<file path="src/rtl/core/png_scanline_unfilter_to_rgb_top_assert.svh">
// Assertion macros used by the top file to check its own logic.
`ifndef PNG_SCANLINE_UNFILTER_TO_RGB_TOP_ASSERT_SVH
`define PNG_SCANLINE_UNFILTER_TO_RGB_TOP_ASSERT_SVH

// The consequent must hold in the same cycle as the antecedent.
`define PSU_ASSERT_NOW(label, ante, cons, msg) \
    label: assert property (@(posedge clk) disable iff (!rst_n) (ante) |-> (cons)) \
        else $error(msg);

// The consequent must hold in the cycle after the antecedent.
`define PSU_ASSERT_NEXT(label, ante, cons, msg) \
    label: assert property (@(posedge clk) disable iff (!rst_n) (ante) |=> (cons)) \
        else $error(msg);

`endif

</file>
<file path="src/rtl/core/psu_pkg.sv">
`default_nettype none

package psu_pkg;

    localparam logic [1:0] FMT_GRAY       = 2'd0;
    localparam logic [1:0] FMT_RGB        = 2'd1;
    localparam logic [1:0] FMT_GRAY_ALPHA = 2'd2;
    localparam logic [1:0] FMT_RGBA       = 2'd3;

    localparam logic [7:0] FILT_SUB   = 8'd1;
    localparam logic [7:0] FILT_UP    = 8'd2;
    localparam logic [7:0] FILT_AVG   = 8'd3;
    localparam logic [7:0] FILT_PAETH = 8'd4;

    localparam logic [1:0] REG_WIDTH  = 2'd0;
    localparam logic [1:0] REG_HEIGHT = 2'd1;
    localparam logic [1:0] REG_FORMAT = 2'd2;

    localparam int QUEUE_DEPTH = 4;

    typedef struct packed {
        logic [7:0] sample;
        logic [1:0] chan;
        logic [7:0] filter;
        logic       first_row;
        logic       row_start;
        logic       emit;
        logic       gray;
        logic       row_done;
        logic       image_done;
    } entry_t;

    typedef struct packed {
        logic full;
        logic valid;
    } queue_status_t;

    function automatic logic [2:0] chan_count(input logic [1:0] fmt);
        logic [2:0] n;
        unique case (fmt)
            FMT_GRAY:       n = 3'd1;
            FMT_RGB:        n = 3'd3;
            FMT_GRAY_ALPHA: n = 3'd2;
            FMT_RGBA:       n = 3'd4;
        endcase
        return n;
    endfunction

    function automatic logic [7:0] paeth_pick(input logic [7:0] a, input logic [7:0] b,
                                              input logic [7:0] c);
        logic signed [10:0] p;
        logic signed [10:0] pa;
        logic signed [10:0] pb;
        logic signed [10:0] pc;
        logic [7:0]         r;
        p  = signed'({3'b000, a}) + signed'({3'b000, b}) - signed'({3'b000, c});
        pa = p - signed'({3'b000, a});
        pb = p - signed'({3'b000, b});
        pc = p - signed'({3'b000, c});
        if (pa < 0) pa = -pa;
        if (pb < 0) pb = -pb;
        if (pc < 0) pc = -pc;
        if (pa <= pb && pa <= pc) r = a;
        else if (pb <= pc)        r = b;
        else                      r = c;
        return r;
    endfunction

    function automatic logic [7:0] predict(input logic [7:0] filter, input logic [7:0] a,
                                           input logic [7:0] b, input logic [7:0] c);
        logic [8:0] sum;
        logic [7:0] pred;
        sum = {1'b0, a} + {1'b0, b};
        case (filter)
            FILT_SUB:   pred = a;
            FILT_UP:    pred = b;
            FILT_AVG:   pred = sum[8:1];
            FILT_PAETH: pred = paeth_pick(a, b, c);
            default:    pred = 8'd0;
        endcase
        return pred;
    endfunction

endpackage

`default_nettype wire

</file>
<file path="src/rtl/core/psu_queue.sv">
`default_nettype none

module psu_queue
    import psu_pkg::*;
#(
    parameter int WIDTH = 8
) (
    input  wire logic             clk,
    input  wire logic             rst_n,
    input  wire logic             push,
    input  wire logic [WIDTH-1:0] push_data,
    input  wire logic             pop,
    output logic [WIDTH-1:0]      pop_data,
    output queue_status_t         status
);

    localparam int PW = $clog2(QUEUE_DEPTH);

    logic [WIDTH-1:0] slots [QUEUE_DEPTH];
    logic [PW-1:0]    wr_ptr_reg, wr_ptr_next;
    logic [PW-1:0]    rd_ptr_reg, rd_ptr_next;
    logic [PW:0]      count_reg, count_next;
    logic             do_push;
    logic             do_pop;

    assign status.full  = (count_reg == (PW + 1)'(QUEUE_DEPTH));
    assign status.valid = (count_reg != '0);
    assign do_push      = push && !status.full;
    assign do_pop       = pop && status.valid;
    assign pop_data     = slots[rd_ptr_reg];

    always_comb
    begin
        wr_ptr_next = do_push ? (wr_ptr_reg + PW'(1)) : wr_ptr_reg;
        rd_ptr_next = do_pop ? (rd_ptr_reg + PW'(1)) : rd_ptr_reg;
        count_next  = count_reg;
        if (do_push && !do_pop)
        begin
            count_next = count_reg + (PW + 1)'(1);
        end
        else if (do_pop && !do_push)
        begin
            count_next = count_reg - (PW + 1)'(1);
        end
    end

    always_ff @(posedge clk)
    begin
        if (do_push)
        begin
            slots[wr_ptr_reg] <= push_data;
        end
    end

    always_ff @(posedge clk or negedge rst_n)
    begin
        if (!rst_n)
        begin
            wr_ptr_reg <= '0;
            rd_ptr_reg <= '0;
            count_reg  <= '0;
        end
        else
        begin
            wr_ptr_reg <= wr_ptr_next;
            rd_ptr_reg <= rd_ptr_next;
            count_reg  <= count_next;
        end
    end

endmodule

`default_nettype wire

</file>
<file path="config.mk">
export PLATFORM = sky130hd
export DESIGN_NAME = psu_queue
export DESIGN_NICKNAME = d
export VERILOG_FILES = /design/src/rtl/core/png_scanline_unfilter_to_rgb_top_assert.svh /design/src/rtl/core/psu_pkg.sv /design/src/rtl/core/psu_queue.sv
export SDC_FILE = /design/constraint.sdc
export NUM_CORES = 1
export LEC_CHECK = 0
export ABC_CLOCK_PERIOD_IN_PS = 2150
export BUFFER_PORTS_ARGS = -buffer_cell sky130_fd_sc_hd__buf_2
export CAP_MARGIN = 20
export CORE_ASPECT_RATIO = 0.8
export CORE_UTILIZATION = 58
export CTS_BUF_LIST = sky130_fd_sc_hd__clkbuf_8
export DETAILED_ROUTE_END_ITERATION = 8
export PLACE_DENSITY = 0.8
export SLEW_MARGIN = 20
export SYNTH_ARGS = -nofsm -noshare
export SYNTH_HDL_FRONTEND = slang
export SYNTH_SLANG_ARGS = --single-unit
</file>
<file path="constraint.sdc">
create_clock -name clk -period 2.15 [get_ports clk]
set_input_delay 0.43 -clock clk [delete_from_list [all_inputs] [get_ports clk]]
set_output_delay 0.43 -clock clk [all_outputs]
set_load 0.05 [all_outputs]
</file>
==> results.yml <==
status:
  outcome: "finished, final reports clean"
clock_network:
  root_buffer: "clkbuf_8"
  clk_pin_slew_ns: 0.07
  cts_sinks: 39
  cts_max_path_buffers: 2
  cts_buffers: 5
  cts_tree: "yes"
  cts_max_level: 2
  insertion_delay_ns: 0.29
drt:
  viasPerCell: 5.25
  drt_iter0_drc: 39
  wl_um: 2530
  antenna_left: 0
  firstDrtPassIters: 4
  post_drt_wl_per_cell_um: 17.3
  num_vias: 767
  drc: 0
sta:
  hold_slack_ns: 0.359
  min_period_ns: 2.06
  hold_violations: 0
  setup_viol: 0
  max_freq_mhz: 485
  finalWorstSetupSlack_ns: 0.0891
  slew_headroom_pct: 72.4
  tns_ns: 0
  maxSlewViolCount: 0
  tightestPinTransition_ns: 0.414
  finalClockSkew_ns: 0.00351
  period_share_pct: 95.9
floorplan:
  ios: 22
  die_h_um: 48.8
  initial_core_util_pct: 63.0
  num_rows: 16
  die_w_um: 60.5
  die_area_um2: 2960
  core_um2: 2520
finish:
  final_core_util_pct: 74.5
  diodes: 0
  nets: 127
  post-route-cell-area_um2: 1880
  largest_reg_flops: 32
  drive_gt1_share_pct: 50.0
  syn2layout_area_growth_pct: 18.1
worst_setup_path:
  reg2reg_depth: 8
  reg2reg_from: "count_reg[2]"
  slowest_stage: "mux4_2"
  crit_buf_inv: 2
  critical_path_required_ns: 1.72
  crit_cells: 3
  crit_path_cell_trace: "buf_4 -> mux4_2 -> buf_2"
  worst_ep_arrival_time_ns: 1.63
  max_stage_delay_ns: 0.51
  critPathTopFamily: "multiplexers"
  r2r_slack_ns: 0.11
  critPathKind: "reg2out"
  reg2reg_to: "count_reg[2]"
  cp-start-kind: "flip-flop"
  crit_path_end: "pop_data[1]"
  end_kind: "primary output"
  cp-startpoint: "rd_ptr_reg[0]"
  path_max_fanout: 5
power:
  p_leak_nw: 0.717
  peakVddDrop_uv: 767
  powerDensity_nw_per_um2: 1540
global_route:
  track_usage_pct: 20.7
  grt_pass1_vias: 801
  grt_pass1_wl_um: 4000
  grt_max_degree: 12
  overflow: 0
  antenna_found_initial: 0
placement:
  place_ws_ns: 0.0580
  place_congestion: 0.779
  dp_hpwl_um: 1780
  dpl-instance-area_um2: 1770
  portBuffers: 21
synthesis:
  synth-compound-area-share_pct: 0
  yosys.cell_types.count: 20
  synth-seq-cells: 39
  synth_fp_nets: 95
  synth_area_leaders: "edfxtp_1 60%, mux4_2 11%, dfrtp_1 11%, ha_1 3.9%, xnor2_1 2.2%"
  yosys-top-cells-count: "32 x edfxtp_1, 8 x mux4_2, 7 x dfrtp_1"
  synth.most_common_cell: "edfxtp_1"
  yosys_warnings: 0
  postSynthAreaPerCell_um2: 20.7
  synth-edff-count: 32
  synth_area_um2: 1590
  synth_mux_area_share_pct: 13.0
  synth_top_area_cell: "edfxtp_1"
  synth-async-reset-ratio_pct: 17.9
  synth_top_family_by_area: "multiplexers"
  synth_top_area_share_pct: 60.4
  synth_xor_area_share_pct: 3.30
  synthSimpleGateAreaFrac_pct: 5.11
  ys.flop_type: "edfxtp_1"
  synth_fa_ha_area_share_pct: 5.19
  netlist_instances: 77
  yosysSeqAreaShare_pct: 71.4
job:
  cap_violations: 0
min_path:
  min_path_type: "in2reg"
metrics by stage:
stage / instances / total power (W)
2_1_floorplan: 77 / 0.00214
4_1_cts: 144 / 0.00287
3_5_place_dp: 135 / 0.00242
5_1_grt: 146 / 0.00303
3_3_place_gp: 135 / 0.00238
6_report: 146 / 0.00289
how the worst min path moves through the flow:
stage                       from      endpoint  slack [ns]  cells after the start
finish              push_data[5]   slots[2][5]        0.36                      1
global route        push_data[4]   slots[0][4]        0.35                      1
CTS                 push_data[4]   slots[1][4]        0.36                      1
detailed placement         rst_n  count_reg[1]        0.28                      1
global placement           rst_n  count_reg[1]        0.27                      1
floorplan                  rst_n  count_reg[0]        0.13                      0
where the power goes:
group	internal [W]	total [W]	switching (W)
Combinational	0.000512	0.00127	0.000760
Sequential	0.00103	0.00117	0.000136
Clock	0.000218	0.000452	0.000234
Total	0.00176	0.00289	0.00113
repair_timing:
item	in CTS	in global routing
hold buffers	1	0
gates resized for setup	0	2
endpoints found under the setup margin	0	8
buffers inserted	0	2
hold endpoints to repair	7	0
kinds of logic (layout without fill, tap and decap cells):
kind of cell               count (synthesis)  count (layout)
DFF                                       39              39
muxes                                     10              10
and+or+nand+nor                           10              10
adders and majority gates                  6               6
xor gates and xnor gates                   6               6
buffers and inverters                      6              39
final cells by class:
class                   instances  area (um^2)
clock buffers                   5         68.8
repair buffers                 28          160
fillers                       168          644
clock inverters                 3         12.5
flip-flops and latches         39         1140
well taps                      36         45.0
multi-input cells              32          442
inverters                       3         11.3
layer usage:
layer  GRT usage [%]  vias up  wire length [um]
met3            10.3        3               108
met2            29.9       21              1250
met4            6.82        0                21
met5               0        -                 0
li1                -      353                 -
met1            27.6      390              1150
cell usage in the layout (no fill, tap or decap):
master / instances
clkbuf_8: 5
mux2_4: 2
dlygate4sd3_1: 1
xnor2_1: 4
nand3_1: 1
inv_2: 1
nand2_2: 1
mux4_2: 8
edfxtp_1: 32
clkinv_2: 1
and2_2: 4
or3_4: 1
dfrtp_2: 2
ha_1: 4
nor2b_2: 1
xor2_1: 2
nor3b_4: 1
nor2_1: 1
dfrtp_1: 5
fa_1: 1
buf_4: 6
ha_4: 1
inv_1: 4
buf_2: 21
(Power assumes the default switching activity.)
