File: config.mk
export PLATFORM = sky130hd
export DESIGN_NAME = psu_front
export DESIGN_NICKNAME = d
export VERILOG_FILES = /design/src/rtl/core/png_scanline_unfilter_to_rgb_top_assert.svh /design/src/rtl/core/psu_pkg.sv /design/src/rtl/core/psu_front.sv
export SDC_FILE = /design/constraint.sdc
export NUM_CORES = 1
export LEC_CHECK = 0
export ABC_CLOCK_PERIOD_IN_PS = 12520
export BUFFER_PORTS_ARGS = -buffer_cell sky130_fd_sc_hd__buf_4
export CORE_MARGIN = 2
export CORE_UTILIZATION = 42
export DETAILED_ROUTE_END_ITERATION = 10
export MAX_ROUTING_LAYER = met4
export SKIP_CTS_REPAIR_TIMING = 1
export SYNTH_ARGS = -nofsm -noshare
export SYNTH_HDL_FRONTEND = slang
export SYNTH_SLANG_ARGS = --single-unit
File: constraint.sdc
create_clock -name clk -period 12.52 [get_ports clk]
set_input_delay 2.504 -clock clk [delete_from_list [all_inputs] [get_ports clk]]
set_output_delay 2.504 -clock clk [all_outputs]
set_load 0.02 [all_outputs]
File: src/rtl/core/png_scanline_unfilter_to_rgb_top_assert.svh
// Assertion macros used by the top file to check its own logic.
`ifndef PNG_SCANLINE_UNFILTER_TO_RGB_TOP_ASSERT_SVH
`define PNG_SCANLINE_UNFILTER_TO_RGB_TOP_ASSERT_SVH

// The consequent must hold in the same cycle as the antecedent.
`define PSU_ASSERT_NOW(label, ante, cons, msg) \
    label: assert property (@(posedge clk) disable iff (!rst_n) (ante) |-> (cons)) \
        else $error(msg);

// The consequent must hold in the cycle after the antecedent.
`define PSU_ASSERT_NEXT(label, ante, cons, msg) \
    label: assert property (@(posedge clk) disable iff (!rst_n) (ante) |=> (cons)) \
        else $error(msg);

`endif

File: src/rtl/core/psu_pkg.sv
`default_nettype none

package psu_pkg;

    localparam logic [1:0] FMT_GRAY       = 2'd0;
    localparam logic [1:0] FMT_RGB        = 2'd1;
    localparam logic [1:0] FMT_GRAY_ALPHA = 2'd2;
    localparam logic [1:0] FMT_RGBA       = 2'd3;

    localparam logic [7:0] FILT_SUB   = 8'd1;
    localparam logic [7:0] FILT_UP    = 8'd2;
    localparam logic [7:0] FILT_AVG   = 8'd3;
    localparam logic [7:0] FILT_PAETH = 8'd4;

    localparam logic [1:0] REG_WIDTH  = 2'd0;
    localparam logic [1:0] REG_HEIGHT = 2'd1;
    localparam logic [1:0] REG_FORMAT = 2'd2;

    localparam int QUEUE_DEPTH = 4;

    typedef struct packed {
        logic [7:0] sample;
        logic [1:0] chan;
        logic [7:0] filter;
        logic       first_row;
        logic       row_start;
        logic       emit;
        logic       gray;
        logic       row_done;
        logic       image_done;
    } entry_t;

    typedef struct packed {
        logic full;
        logic valid;
    } queue_status_t;

    function automatic logic [2:0] chan_count(input logic [1:0] fmt);
        logic [2:0] n;
        unique case (fmt)
            FMT_GRAY:       n = 3'd1;
            FMT_RGB:        n = 3'd3;
            FMT_GRAY_ALPHA: n = 3'd2;
            FMT_RGBA:       n = 3'd4;
        endcase
        return n;
    endfunction

    function automatic logic [7:0] paeth_pick(input logic [7:0] a, input logic [7:0] b,
                                              input logic [7:0] c);
        logic signed [10:0] p;
        logic signed [10:0] pa;
        logic signed [10:0] pb;
        logic signed [10:0] pc;
        logic [7:0]         r;
        p  = signed'({3'b000, a}) + signed'({3'b000, b}) - signed'({3'b000, c});
        pa = p - signed'({3'b000, a});
        pb = p - signed'({3'b000, b});
        pc = p - signed'({3'b000, c});
        if (pa < 0) pa = -pa;
        if (pb < 0) pb = -pb;
        if (pc < 0) pc = -pc;
        if (pa <= pb && pa <= pc) r = a;
        else if (pb <= pc)        r = b;
        else                      r = c;
        return r;
    endfunction

    function automatic logic [7:0] predict(input logic [7:0] filter, input logic [7:0] a,
                                           input logic [7:0] b, input logic [7:0] c);
        logic [8:0] sum;
        logic [7:0] pred;
        sum = {1'b0, a} + {1'b0, b};
        case (filter)
            FILT_SUB:   pred = a;
            FILT_UP:    pred = b;
            FILT_AVG:   pred = sum[8:1];
            FILT_PAETH: pred = paeth_pick(a, b, c);
            default:    pred = 8'd0;
        endcase
        return pred;
    endfunction

endpackage

`default_nettype wire

File: src/rtl/core/psu_front.sv
`default_nettype none

module psu_front
    import psu_pkg::*;
#(
    parameter int MAX_WIDTH = 1024,
    localparam int LINE_DEPTH = 4 * MAX_WIDTH,
    localparam int AW = $clog2(LINE_DEPTH),
    localparam int CW = $clog2(LINE_DEPTH + 1)
) (
    input  wire logic          clk,
    input  wire logic          rst_n,
    input  wire logic [10:0]   cfg_width,
    input  wire logic [15:0]   cfg_height,
    input  wire logic [1:0]    cfg_format,
    input  wire logic          in_valid,
    output logic               in_ready,
    input  wire logic [7:0]    byte_value,
    output logic               q_push,
    output logic [AW-1:0]      q_x,
    output entry_t             q_entry,
    input  wire queue_status_t q_stat
);

    localparam int XW = (CW > 11) ? CW : 11;

    logic          awaiting_reg, awaiting_next;
    logic          row_start_reg, row_start_next;
    logic          first_row_reg, first_row_next;
    logic [15:0]   row_index_reg, row_index_next;
    logic [CW-1:0] column_reg, column_next;
    logic [1:0]    mod3_reg, mod3_next;
    logic [7:0]    filter_reg, filter_next;

    logic [XW-1:0] width_x;
    logic [XW-1:0] width_c;
    logic [CW-1:0] width_w;
    logic [CW-1:0] row_len;
    logic          clamp;
    logic [CW-1:0] x;
    logic [1:0]    chan;
    logic [2:0]    ch;
    logic          row_done;
    logic [15:0]   height_eff;
    logic          last_row;
    logic          accept;
    logic          sample_fire;

    assign in_ready    = awaiting_reg || !q_stat.full;
    assign accept      = in_valid && in_ready;
    assign sample_fire = accept && !awaiting_reg;

    always_comb
    begin
        width_x = XW'(cfg_width);
        if (width_x == '0)
        begin
            width_c = XW'(1);
        end
        else if (width_x > XW'(MAX_WIDTH))
        begin
            width_c = XW'(MAX_WIDTH);
        end
        else
        begin
            width_c = width_x;
        end
        width_w = CW'(width_c);
        unique case (cfg_format)
            FMT_GRAY:       row_len = width_w;
            FMT_GRAY_ALPHA: row_len = width_w << 1;
            FMT_RGB:        row_len = width_w + (width_w << 1);
            FMT_RGBA:       row_len = width_w << 2;
        endcase
        clamp = (column_reg >= row_len);
        x     = clamp ? (row_len - CW'(1)) : column_reg;
        unique case (cfg_format)
            FMT_GRAY:       chan = 2'd0;
            FMT_GRAY_ALPHA: chan = {1'b0, x[0]};
            FMT_RGB:        chan = clamp ? 2'd2 : mod3_reg;
            FMT_RGBA:       chan = x[1:0];
        endcase
        ch         = chan_count(cfg_format);
        row_done   = ({1'b0, x} + (CW + 1)'(1)) >= {1'b0, row_len};
        height_eff = (cfg_height == 16'd0) ? 16'd1 : cfg_height;
        last_row   = ({1'b0, row_index_reg} + 17'd1) >= {1'b0, height_eff};
    end

    always_comb
    begin
        q_push               = sample_fire;
        q_x                  = x[AW-1:0];
        q_entry.sample       = byte_value;
        q_entry.chan         = chan;
        q_entry.filter       = filter_reg;
        q_entry.first_row    = first_row_reg;
        q_entry.row_start    = row_start_reg;
        q_entry.emit         = ({1'b0, chan} == (ch - 3'd1));
        q_entry.gray         = (ch < 3'd3);
        q_entry.row_done     = row_done;
        q_entry.image_done   = row_done && last_row;
    end

    always_comb
    begin
        awaiting_next  = awaiting_reg;
        row_start_next = row_start_reg;
        first_row_next = first_row_reg;
        row_index_next = row_index_reg;
        column_next    = column_reg;
        mod3_next      = mod3_reg;
        filter_next    = filter_reg;
        if (accept && awaiting_reg)
        begin
            filter_next    = byte_value;
            awaiting_next  = 1'b0;
            column_next    = '0;
            mod3_next      = 2'd0;
            row_start_next = 1'b1;
        end
        else if (sample_fire)
        begin
            row_start_next = 1'b0;
            if (row_done)
            begin
                awaiting_next  = 1'b1;
                column_next    = '0;
                mod3_next      = 2'd0;
                row_index_next = last_row ? 16'd0 : (row_index_reg + 16'd1);
                first_row_next = last_row;
            end
            else
            begin
                column_next = x + CW'(1);
                mod3_next   = (mod3_reg == 2'd2) ? 2'd0 : (mod3_reg + 2'd1);
            end
        end
    end

    always_ff @(posedge clk or negedge rst_n)
    begin
        if (!rst_n)
        begin
            awaiting_reg  <= 1'b1;
            row_start_reg <= 1'b0;
            first_row_reg <= 1'b1;
            row_index_reg <= 16'd0;
            column_reg    <= '0;
            mod3_reg      <= 2'd0;
            filter_reg    <= 8'd0;
        end
        else
        begin
            awaiting_reg  <= awaiting_next;
            row_start_reg <= row_start_next;
            first_row_reg <= first_row_next;
            row_index_reg <= row_index_next;
            column_reg    <= column_next;
            mod3_reg      <= mod3_next;
            filter_reg    <= filter_next;
        end
    end

endmodule

`default_nettype wire

==> summary.md, run 1 <==
| Metric | Value |
|---|---|
| Status | `finished clean` |
| Setup TNS | `0 ns` |
| P&R area growth vs syn | `19.2%` |
| Clock power share | `0.129` |
| Post-route ant nets | `0` |
| Syn_nets | `688` |
| Row cnt | `39` |
| Syn Inst Count | `587` |
| Post-synth top area share | `0.204` |
| Flop pwr share | `0.161` |
| Fin cells | `798` |
| Vias post-DR | `4743` |
| Sw Share | `0.493` |
| Post-layout min period | `12.07 ns` |
| Combinational power share | `0.711` |
| Register area share after synthesis | `0.215` |
| Crit-path max cell delay | `0.54 ns` |
| Vias in the first global route | `4574` |
| Slew Viols, Final | `0` |
| Die H | `112 um` |
| Arr. time, crit path | `9.56 ns` |
| First-pass GRT wire length | `23000 um` |
| Synth warn | `0` |
| Mapped cell area | `0.00490 mm2` |
| HPWL after detailed placement | `10900 um` |
| I/O Pins | `80` |
| Placed cells | `787` |
| Peak supply drop | `0.222 mV` |
| Total track usage | `0.230` |
| Via/cell ratio | `5.94` |
| Die Width | `112 um` |
| Final setup viols | `0` |
| Internal power | `680 uW` |
| Ant. Diodes | `0` |
| Max Clock Skew | `0.00666 ns` |
| Critical Path Fanout Max | `10` |
| Share of layout cells above drive strength 1 | `0.223` |
| Clk slew on worst S/H paths | `0.06 ns` |
| Fin. Hold Viols | `0` |
| Leak Pwr | `0.00277 uW` |
| HP Class | `register to register` |
| Peak Freq | `0.0829 GHz` |
| Clock tree buffer depth | `2` |
| Drt pass-1 iters | `5` |
| Switching power | `661 uW` |
| Synth area leader | `dfrtp_1` |
| Starting density of the core | `0.429` |
| Routed wire per std cell | `17.5 um` |
| CP Capture Type | `primary output` |
| Clk_lat worst skew | `0.29 ns` |
| CTS sink cnt | `42` |
| Post-layout util | `0.511` |
| Final Power | `1340 uW` |
| Cell area power density | `230 mW/mm2` |
| H-tree levels | `2` |
| Critical Path Source Type | `input pin` |
| Num CTS Buffers | `5` |
| Main synth FF type | `dfrtp_1` |
| Distinct cells, synth | `75` |
| Headroom to the max-slew limit | `0.171` |
| CTS tree | `yes` |
| DRT iter0 DRCs | `295` |
| Share of synthesized registers carrying an async set or reset | `1.00` |
| Largest net degree at the start of global routing | `43` |
| Initial antenna violation count | `0` |
| Period Utilization, post-route | `0.964` |
| Core ar. | `0.0114 mm2` |
| Max Cap Viol | `0` |
| Critical path type | `input pin to primary output` |
| Worst path required time | `10.02 ns` |
| Die Area | `0.0125 mm2` |
| Global route total overflow | `0` |
| Slew at the pin with the worst max-slew slack | `1.24 ns` |
| Critical-path top delay cell | `or4b_4` |
| Port bufs | `78` |
| Number of synthesized flops with an enable pin | `0` |
| Placer Congestion | `0.921` |
| Synth Register Bits | `42` |
| Syn_area_per_cell | `8.34 um2` |
| Residual DRC | `0` |
| Nets | `755` |
| Flop2flop setup slack | `6.31 ns` |
| Final WL | `14000 um` |
| Area contributors post-synth | `dfrtp_1 (20%), ha_1 (15%), xnor2_1 (3.6%)` |
| Root buf cell | `clkbuf_16` |
| Max FFs per register | `16` |
## worst max-delay path, delay by kind of cell
| family | cells | cell delay (ns) |
|---|---|---|
| simple gates | 12 | 2.78 |
| compound gates | 13 | 2.35 |
| buf+inv | 5 | 0.65 |
| xor+xnor | 1 | 0.17 |
| fa+ha+maj | 4 | 1.08 |
## cell usage in the layout, fill, tap and decap left out, types with 18 or more instances in the layout
master   count
buf_4       93
ha_1        58
nand2_1     42
dfrtp_1     40
inv_1       37
nor2_1      28
a21oi_1     28
o21ai_0     22
nand3_1     19
xnor2_1     19
o21ai_1     18
## cell usage after synthesis (8+ instances only)
cell type,n
xor2_1,15
xnor2_1,20
ha_1,58
a22o_1,15
a21o_1,12
nor2_1,28
and3_1,14
o21ai_0,23
mux2_2,9
o31ai_1,8
o21a_1,10
clkbuf_1,12
inv_1,37
nand2_1,42
a21oi_1,29
dfrtp_1,40
nor3_1,10
nor2b_1,15
nand3_1,19
o21ai_1,18
nor4_1,8
buf_4,11
nand4_1,8
a32o_1,8
## worst paths after layout
path | start | to | cells after the start
setup / recovery | cfg_width[3] | q_entry[0] | 35
hold / removal | row_start_reg | row_start_reg | 2
setup reg to reg | column_reg[8] | column_reg[2] | 26
hold reg to reg | row_start_reg | row_start_reg | 2
max in group asynchronous | rst_n | first_row_reg | 1
min in group asynchronous | rst_n | column_reg[11] | 1
## area by class of cell
| class | instances | area (um2) |
|---|---|---|
| timing repair buffer | 93 | 698 |
| clock inverter | 3 | 68.8 |
| sequential | 42 | 1050 |
| tap | 143 | 179 |
| clock buffer | 5 | 125 |
| multi-input combinational | 469 | 3550 |
| inverter | 43 | 161 |
| fill | 1117 | 5580 |
## logic make-up after synthesis
group | count (synthesis) | synth area share
compound gates | 188 | 0.281
xor+xnor | 35 | 0.0626
fa+ha+maj | 59 | 0.152
buf+inv | 76 | 0.0710
flops | 42 | 0.215
mux | 9 | 0.0207
simple gates | 178 | 0.197
## stage by stage
| stage | instance area [um2] | setup WS [ns] | hold WS, ns |
|---|---|---|---|
| after floorplan | 4900 | 0.0648 | 0.448 |
| after global placement | 5570 | 0.188 | 0.465 |
| after detailed placement | 5570 | 0.0979 | 0.467 |
| after CTS | 5760 | 0.0662 | 0.483 |
| after global routing | 5840 | -0.0759 | 0.504 |
| final | 5840 | 0.454 | 0.475 |
## power by group through the flow
stage	sequential (uW)	combinational [uW]	clock, uW
2_1_floorplan	223	629	0
3_3_place_gp	216	908	0
3_5_place_dp	216	922	0
4_1_cts	215	928	177
5_1_grt	221	1040	181
6_report	215	953	173
## per-layer routing
layer | GRT usage | wire (um) | share of wire | vias to the layer above
met5 | - | 0 | 0 | -
met4 | 0.0650 | 248 | 0.018 | 0
met3 | 0.0310 | 598 | 0.043 | 20
met2 | 0.384 | 6930 | 0.50 | 120
met1 | 0.293 | 6200 | 0.44 | 2268
li1 | - | - | - | 2335
No activity file was read; power rests on OpenSTA's default activity.
==> run 2: changes to the inputs <==
--- a/config.mk
+++ b/config.mk
@@ -11,6 +11,7 @@
 export CORE_UTILIZATION = 42
 export DETAILED_ROUTE_END_ITERATION = 10
 export MAX_ROUTING_LAYER = met4
+export RECOVER_POWER = 100
 export SKIP_CTS_REPAIR_TIMING = 1
 export SYNTH_ARGS = -nofsm -noshare
 export SYNTH_HDL_FRONTEND = slang
==> run 2 against run 1 <==
Maximum frequency barely moved. Hold slack worse by 0.0028 ns. Sequential share of layout area is 0.28 points higher. Final cell count is the same. Non-clock buffer count stayed put. Wire length decreased by 0.17%. Design area down 1.5%. Register-to-register slack hardly changed. The flow now finishes with violations (max-capacitance violations, max-slew violations). Via count decreased by 0.44%. Critical path depth did not move. Power shrank 1.5%. Clock power about the same.
==> summary.md, run 2 (synthesis results as in run 1) <==
| Metric | Value |
|---|---|
| Status | `complete, but fails checks` |
| Failing checks | `max-capacitance violations, max-slew violations` |
| Leak Pwr | `0.00268 uW` |
| Clk slew on worst S/H paths | `0.06 ns` |
| Final WL | `14000 um` |
| Via/cell ratio | `5.92` |
| Root buf cell | `clkbuf_16` |
| Starting density of the core | `0.429` |
| Final setup viols | `0` |
| I/O Pins | `80` |
| Global route total overflow | `0` |
| Design Area, Final | `0.00575 mm2` |
| Fin. Hold Viols | `0` |
| Period Utilization, post-route | `0.964` |
| Worst path required time | `10.02 ns` |
| First-pass GRT wire length | `23000 um` |
| Crit-path max cell delay | `0.54 ns` |
| Critical-path top delay cell | `or4b_4` |
| Total track usage | `0.230` |
| CTS tree | `yes` |
| Slew at the pin with the worst max-slew slack | `2.26 ns` |
| CP Capture Type | `primary output` |
| Critical Path Source Type | `input pin` |
| Routed wire per std cell | `17.5 um` |
| DRT iter0 DRCs | `300` |
| Most frequent cells in the layout | `buf_4 (68), ha_1 (58), nand2_1 (42)` |
| Commonest non-fill, non-tap cell in the layout | `buf_4` |
| Max Clock Skew | `0.00669 ns` |
| Post-route ant nets | `0` |
| Row cnt | `39` |
| HP Class | `register to register` |
| Reg area | `0.00105 mm2` |
| Residual DRC | `0` |
| Critical path type | `input pin to primary output` |
| Die Area | `0.0125 mm2` |
| Ant. Diodes | `0` |
| Max FFs per register | `16` |
| Nets | `755` |
| CTS sink cnt | `42` |
| Clock tree buffer depth | `2` |
| Die Width | `112 um` |
| Fillers | `1131` |
| Share of layout cells above drive strength 1 | `0.186` |
| Drt pass-1 iters | `5` |
| Critical Path Fanout Max | `10` |
| HPWL after detailed placement | `10900 um` |
| H-tree levels | `2` |
| Die H | `112 um` |
| Core ar. | `0.0114 mm2` |
| Num CTS Buffers | `5` |
| Peak Freq | `0.0829 GHz` |
| Clk_lat worst skew | `0.29 ns` |
| Cell area power density | `230 mW/mm2` |
| DP Area | `0.00557 mm2` |
| Max Cap Viol | `1` |
| Largest delay share family, worst path | `simple AND/OR/NAND/NOR gates` |
| Vias in the first global route | `4574` |
| Slew Viols, Final | `43` |
| WP buf/inv | `5` |
| Port bufs | `78` |
| Post-layout min period | `12.06 ns` |
| Arr. time, crit path | `9.56 ns` |
| Headroom to the max-slew limit | `-0.507` |
| Vias post-DR | `4722` |
| Initial antenna violation count | `0` |
| Post-layout util | `0.503` |
| Area of the multi-input gates | `0.00355 mm2` |
| Peak supply drop | `0.222 mV` |
| P&R area growth vs syn | `17.4%` |
| Placer Congestion | `0.921` |
| Largest net degree at the start of global routing | `43` |
## run 2: cell types whose count changed in the layout (fill, tap and decap cells not counted)
| cell | delta |
|---|---|
| clkbuf_4 | +1 |
| buf_4 | -25 |
| clkbuf_1 | +24 |
## run 2: cell type report
type	instances	share of cell area
repair buffers	93	0.106
clock buffers	5	0.0218
multi-input cells	469	0.618
inverters	43	0.0281
flip-flops and latches	42	0.183
clock inverters	3	0.0120
well taps	143	0.0311
## run 2: metrics by stage
step	instances	power [uW]	worst slack, ns	hold slack [ns]	TNS (ns)
after floorplan	587	852	0.0648	0.448	0
after global placement	787	1120	0.188	0.465	0
after detailed placement	787	1140	0.0979	0.467	0
after CTS	795	1320	0.0662	0.483	0
after global routing	798	1430	-0.0759	0.502	-0.0759
final	798	1320	0.456	0.472	0
## run 2: path summary, 6_finish.rpt
kind                       slack, ns     startpoint  depth (start not counted)        endpoint
hold / removal                  0.47  row_start_reg                          2   row_start_reg
min in group asynchronous       2.87          rst_n                          1  column_reg[11]
max in group asynchronous       8.34          rst_n                          1     mod3_reg[1]
setup / recovery                0.46   cfg_width[3]                         35      q_entry[0]
hold reg to reg                 0.47  row_start_reg                          2   row_start_reg
setup reg to reg                6.30  column_reg[8]                         26   column_reg[2]
## run 2: routing by layer
| metal | vias to the layer above | global-route usage | wire length, um |
|---|---|---|---|
| met3 | 20 | 0.0310 | 653 |
| met5 | - | - | 0 |
| met2 | 121 | 0.384 | 6910 |
| li1 | 2337 | - | - |
| met4 | 0 | 0.0650 | 248 |
| met1 | 2244 | 0.293 | 6140 |
## run 2: worst reg2reg max path, cell delays in order (launching register included)
cell and delay [ns]:
dfrtp_1 0.42, ha_1 0.35, a211oi_1 0.41, o21ai_0 0.15, o31ai_1 0.24, and2_2 0.29
nor2_1 0.07, a21oi_2 0.13, ha_1 0.24, nand2_1 0.09, o31ai_2 0.27, o21ai_1 0.18
nor3b_2 0.28, xor2_1 0.23, ha_1 0.26, nand2_1 0.06, a21oi_1 0.05, o31ai_1 0.10
nand2_1 0.10, a211oi_1 0.25, a21oi_1 0.10, nor2_1 0.12, o31a_4 0.23, inv_2 0.13
buf_4 0.20, nor2_1 0.95, a22o_1 0.27
## run 2: where the power goes
part | total (uW) | switching, uW | internal (uW) | leakage (uW)
clock | 172 | 57.7 | 115 | 0.0000940
sequential | 215 | 36.4 | 179 | 0.000550
combinational | 934 | 567 | 367 | 0.00204
total | 1320 | 661 | 661 | 0.00268
